$ cat src/hw/rtl/twcc_pkg.sv
// ----------------------------------------------------------------------------
// twcc_pkg
// Shared widths, constants and controller/datapath handshake structs for the
// tile wall circle collision core.
// ----------------------------------------------------------------------------
package twcc_pkg;

  localparam int TILE_W  = 6;
  localparam int WALLS_W = 4;
  localparam int POS_W   = 16;
  localparam int RAD_W   = 10;
  localparam int R2_W    = 2 * RAD_W;
  localparam int THICK_W = 8;

  localparam logic [THICK_W-1:0] THICK_RESET = 8'd16;

  localparam logic MODE_WRITE = 1'b0;
  localparam logic MODE_QUERY = 1'b1;

  // Bit positions inside a tile's wall nibble.
  localparam int WALL_N = 0;
  localparam int WALL_S = 1;
  localparam int WALL_W = 2;
  localparam int WALL_E = 3;

  typedef struct packed {
    logic clear_en;     // write zero at the clear counter and advance it
    logic accept_en;    // input channel may accept a request
    logic setup_en;     // compute tile floors and squared radius
    logic load_bounds;  // clamp scan window and preset scan counters
    logic scan_step;    // issue one tile into the test pipeline
    logic load_result;  // move the accumulated hit into the output register
  } twcc_cmd_t;

  typedef struct packed {
    logic clear_done;
    logic empty;
    logic scan_last;
    logic pipe_busy;
    logic out_free;
  } twcc_sts_t;

endpackage

$ cat src/hw/rtl/twcc_ctrl.sv
// ----------------------------------------------------------------------------
// twcc_ctrl
// Sequencer: clearing pass after reset, request acceptance, query setup,
// tile scan, pipeline drain and result hand-off.
// ----------------------------------------------------------------------------
module twcc_ctrl import twcc_pkg::*; (
  input  logic      clk,
  input  logic      rst_n,
  input  logic      in_valid,
  input  logic      in_mode,
  input  twcc_sts_t sts,
  output twcc_cmd_t cmd
);

  localparam logic [2:0] ST_CLEAR = 3'd0;
  localparam logic [2:0] ST_IDLE  = 3'd1;
  localparam logic [2:0] ST_SETUP = 3'd2;
  localparam logic [2:0] ST_BOUND = 3'd3;
  localparam logic [2:0] ST_SCAN  = 3'd4;
  localparam logic [2:0] ST_DRAIN = 3'd5;
  localparam logic [2:0] ST_DONE  = 3'd6;

  logic [2:0] state_r;
  logic [2:0] state_nxt;

  always_comb begin
    state_nxt = state_r;
    cmd       = '0;
    unique case (state_r)
      ST_CLEAR: begin
        cmd.clear_en = 1'b1;
        if (sts.clear_done) state_nxt = ST_IDLE;
      end
      ST_IDLE: begin
        cmd.accept_en = 1'b1;
        if (in_valid && in_mode == MODE_QUERY) state_nxt = ST_SETUP;
      end
      ST_SETUP: begin
        cmd.setup_en = 1'b1;
        state_nxt    = ST_BOUND;
      end
      ST_BOUND: begin
        cmd.load_bounds = 1'b1;
        state_nxt       = ST_SCAN;
      end
      ST_SCAN: begin
        if (sts.empty) begin
          state_nxt = ST_DONE;
        end else begin
          cmd.scan_step = 1'b1;
          if (sts.scan_last) state_nxt = ST_DRAIN;
        end
      end
      ST_DRAIN: begin
        if (!sts.pipe_busy) state_nxt = ST_DONE;
      end
      ST_DONE: begin
        if (sts.out_free) begin
          cmd.load_result = 1'b1;
          state_nxt       = ST_IDLE;
        end
      end
      default: begin
        state_nxt = ST_CLEAR;
      end
    endcase
  end

  always_ff @(posedge clk) begin
    if (!rst_n) begin
      state_r <= ST_CLEAR;
    end else begin
      state_r <= state_nxt;
    end
  end

endmodule

$ cat config.mk
export PLATFORM = sky130hd
export DESIGN_NAME = twcc_ctrl
export DESIGN_NICKNAME = d
export VERILOG_FILES = /design/src/hw/rtl/twcc_pkg.sv /design/src/hw/rtl/twcc_ctrl.sv
export SDC_FILE = /design/constraint.sdc
export NUM_CORES = 1
export LEC_CHECK = 0
export BUFFER_PORTS_ARGS = -buffer_cell sky130_fd_sc_hd__buf_2
export CORE_AREA = 2 2 39 41
export DETAILED_ROUTE_END_ITERATION = 7
export DIE_AREA = 0 0 41 43
export PLACE_DENSITY = 0.41
export SYNTH_ARGS = -nofsm -noshare
export SYNTH_HDL_FRONTEND = slang
export SYNTH_SLANG_ARGS = --single-unit
$ cat constraint.sdc
create_clock -name clk -period 1.7 [get_ports clk]
set_clock_uncertainty 0.2 [all_clocks]
set_input_delay 0.085 -clock clk [delete_from_list [all_inputs] [get_ports clk]]
set_output_delay 0.085 -clock clk [all_outputs]
set_load 0.02 [all_outputs]
After elaboration in Yosys (flattened, before gate mapping)
Index checks and enable logic that the tools add are counted.

Input bits: 9. Register bits: 3. Output and inout bits: 6. Word-level logic and storage cells: 30.

Reduce and logical (&&, ||, !) cells: 3. Equal/unequal tests: 11. Multiplexer cells: 15.

Operators with widths (number): 3-bit one-hot mux with 7 select lines (1); 3-bit two-way mux (6); 3-bit == test (second input constant) (3); 1-bit two-way mux (8); 2-bit != test (second input constant) (4); 3-bit by 2-bit == test with 1-bit output (second input constant) (2); 5-bit AND reduction (1); 3-bit by 1-bit == test with 1-bit output (second input constant) (1); 3-bit logical NOT (1); 3-bit != test (second input constant) (1); 1-bit logical AND (1).

Longest topological paths before layout
Depth in word-level cells: 3. Depth in mapped cells: 5. Depth with buffers taken out: 4.

Worst setup path before layout
Ideal clock, no wire load.

Path type: register to output. Start: register state_r[0]. End: output port cmd[4] (netlist bit). Path buffers: 1. Setup slack: 0.317 ns. Data arrival time: 1.098 ns. Required time: 1.415 ns. Stages on the path, launching flop included: 3. Cell sequence: dfxtp_1 buf_4 nor3b_1.

RTL lines: start: declaration (line twcc_ctrl.sv:23) `logic [2:0] state_r;`; start signal: assignment (line twcc_ctrl.sv:73) `state_r <= state_nxt;`; end: declaration (line twcc_ctrl.sv:12) `output twcc_cmd_t cmd`.

==> metrics <==
vias per std cell 4.373; routability cong. 0.7245; Longest Clk Path Bufs 2; CTS H-tree lvls 1; Routed WL 656 µm; Die Wd 41 µm; Fmax 0.6385 GHz; post-synthesis sequential area ratio 0.2202; Logic pwr share 0.341; kind of critical path flop to output pin; Unique masters post-synth 22; buffers plus inverters on the worst setup path 1; Total Neg Setup Slack 0 ns; Fin. Hold Viols 0; GRT overflow 0; Worst Path Arrival 1.28 ns; Largest register FFs 3; synthesized area per cell 7.793 µm²; clock network power share 0.341; leading area contributor after synthesis dfxtp_1; total CTS buffers 3; CP peak stage delay about 0.6 ns; Synth Register Bits 3; via count 293; Synth area leaders dfxtp_1 (22%), o21ai_0 (7.3%), a21oi_1 (5.5%); CP endpoint kind output pin; peak supply drop slightly below 0.0004 V; TritonCTS clock tree built; Initial Utilization 0.1971; Worst-Margin Slew 0.4861 ns; initial drt markers 9; crit path cell chain and3b_1 > buf_2; Net Switching between 0.0001 and 0.00015 W; hold-fix buffers at CTS 1; largest net degree at the start of global routing 18; Pint 0.0002267 W; RSZ-0062 raised after global routing no; initial antenna violation count 0; total global-route track usage 0.08325; Die Area 1763 µm²; cell area power density 961.1 nW/µm²; Synth Warn # 0; Setup crit start kind flop; worst-path fanout max 17; dpl hpwl 473.1 µm; max cap viols 0; Tot Pwr 0.0003584 W; biggest regs state_r (3); area growth from synthesis to layout 36.70%; Sink Count 3; Hold Path Class input pin to flop; drt pass-1 iters 4; Req. time, crit path 1.41 ns; cell area after synthesis 272.8 µm²; Routed Antenna Nets 0; relative slew slack 0.6755; min cycle time layout roughly 1.6 ns; Yosys top cell area share 0.2202; post-route DRC violation count 0; Row Count 14; most common library cell in the layout ignoring fill and taps buf_2; status completed; fin. max-slew vios 0; met3 Track Usage GR 0.04712; switching part of the total 0.3674; Clk pin slew, worst setup/hold paths approximately 0.040 ns; family with the most delay on the worst path flip-flops; Setup-failing EPs final 0; Root Buffer clkbuf_4; Chip Height about 43 µm; syn_nets 44; IO Port Bufs 14; global-route wire length before repair about 1000 µm; post-CTS setup buffers 0; commonest cells after routing, fill and taps aside buf_2 (14), o21ai_0 (4); met1 GRT Util 0.1250; Most Crowded Layer GR met1; layout cells sized above 1 0.3922; nets 61; Avg WL per Cell between 9 and 10 µm; ANT cells 0; vias in the first global route 239; Core Box Area 1384 µm²; critical path's slowest cell dfxtp_1; IO Pins 15; Post-CTS Resized 0; period utilisation layout 0.9212; Leak 0.1869 nW; Reg power frac 0.318; clock latency on the worst-skew pair 0.23 ns; register with the most flip-flops state_r; met2 Use GR 0.09063; Gate Count Post-Synth 35
[cells in the mapped netlist, drive strengths merged]
master	number
inv	1
a211o	1
o211a	1
a31oi	1
o21ai	4
nor4bb	1
a21oi	3
and4b	1
nor3	4
nor2	3
and3	1
nor3b	2
nor2b	1
nand2b	2
and3b	1
dfxtp	3
buf	3
nand3	2
[final timing paths]
| check | to | startpoint | slack, ns | cells after the start |
|---|---|---|---|---|
| worst max register to register | state_r[0]$_SDFFE_PN0P_ | state_r[0]$_SDFFE_PN0P_ | 0.22 | 4 |
| worst max-delay path | cmd[2] | state_r[0]$_SDFFE_PN0P_ | 0.13 | 2 |
| worst min-delay path | state_r[1]$_SDFFE_PN0P_ | sts[1] | 0.03 | 4 |
| worst min register to register | state_r[2]$_SDFFE_PN0P_ | state_r[2]$_SDFFE_PN0P_ | 0.47 | 2 |
[cell families after synthesis]
| family | count (synthesis) | synth area share |
|---|---|---|
| DFF | 3 | 0.2202 |
| and+or+nand+nor | 18 | 0.4496 |
| buffers and inverters | 4 | 0.1101 |
| AOI/OAI and AO/OA | 10 | 0.2202 |
[per-stage QoR]
step,instance area [µm²],setup WS (ns),instances,utilization,hold slack [ns]
after floorplan,272.8,0.3174,35,-,0.01317
after global placement,336.6,0.2696,62,0.2432,0.1428
after detailed placement,336.6,0.2366,62,0.2432,0.1408
after CTS,372.9,0.1422,67,0.2694,0.01829
after global routing,372.9,0.06402,67,0.2694,0.02818
final,372.9,0.1339,67,0.2694,0.02593
[area by class of cell]
class,count,area [µm²]
Clock buffer,4,26.28
Fill cell,155,1011
Inverter,1,3.754
Multi-Input combinational cell,28,182.7
Sequential cell,3,60.06
Tap cell,16,20.02
Timing Repair Buffer,15,80.08
[power by group through the flow]
stage | combinational [W] | clock [W] | sequential, W
after global placement | 0.000122 | 0 | 0.000114
after floorplan | 0.000114 | 0 | 0.0000912
after CTS | 0.000124 | 0.000131 | 0.000113
after global routing | 0.000132 | 0.000140 | 0.000117
after detailed placement | 0.000122 | 0 | 0.000114
final | 0.000122 | 0.000122 | 0.000114
[worst register-to-register path: cells and delay by family, from the launching register on]
family	cells	cell delay (ns)
flops	1	0.61
compound gates	1	0.22
simple gates	3	0.35
[layer usage]
| layer | wire, µm | up-vias |
|---|---|---|
| met5 | 0 | - |
| met4 | 0 | 0 |
| met3 | 49 | 0 |
| met2 | 266 | 8 |
| met1 | 341 | 124 |
| li1 | - | 161 |
Power figures use the tool's default switching activity.
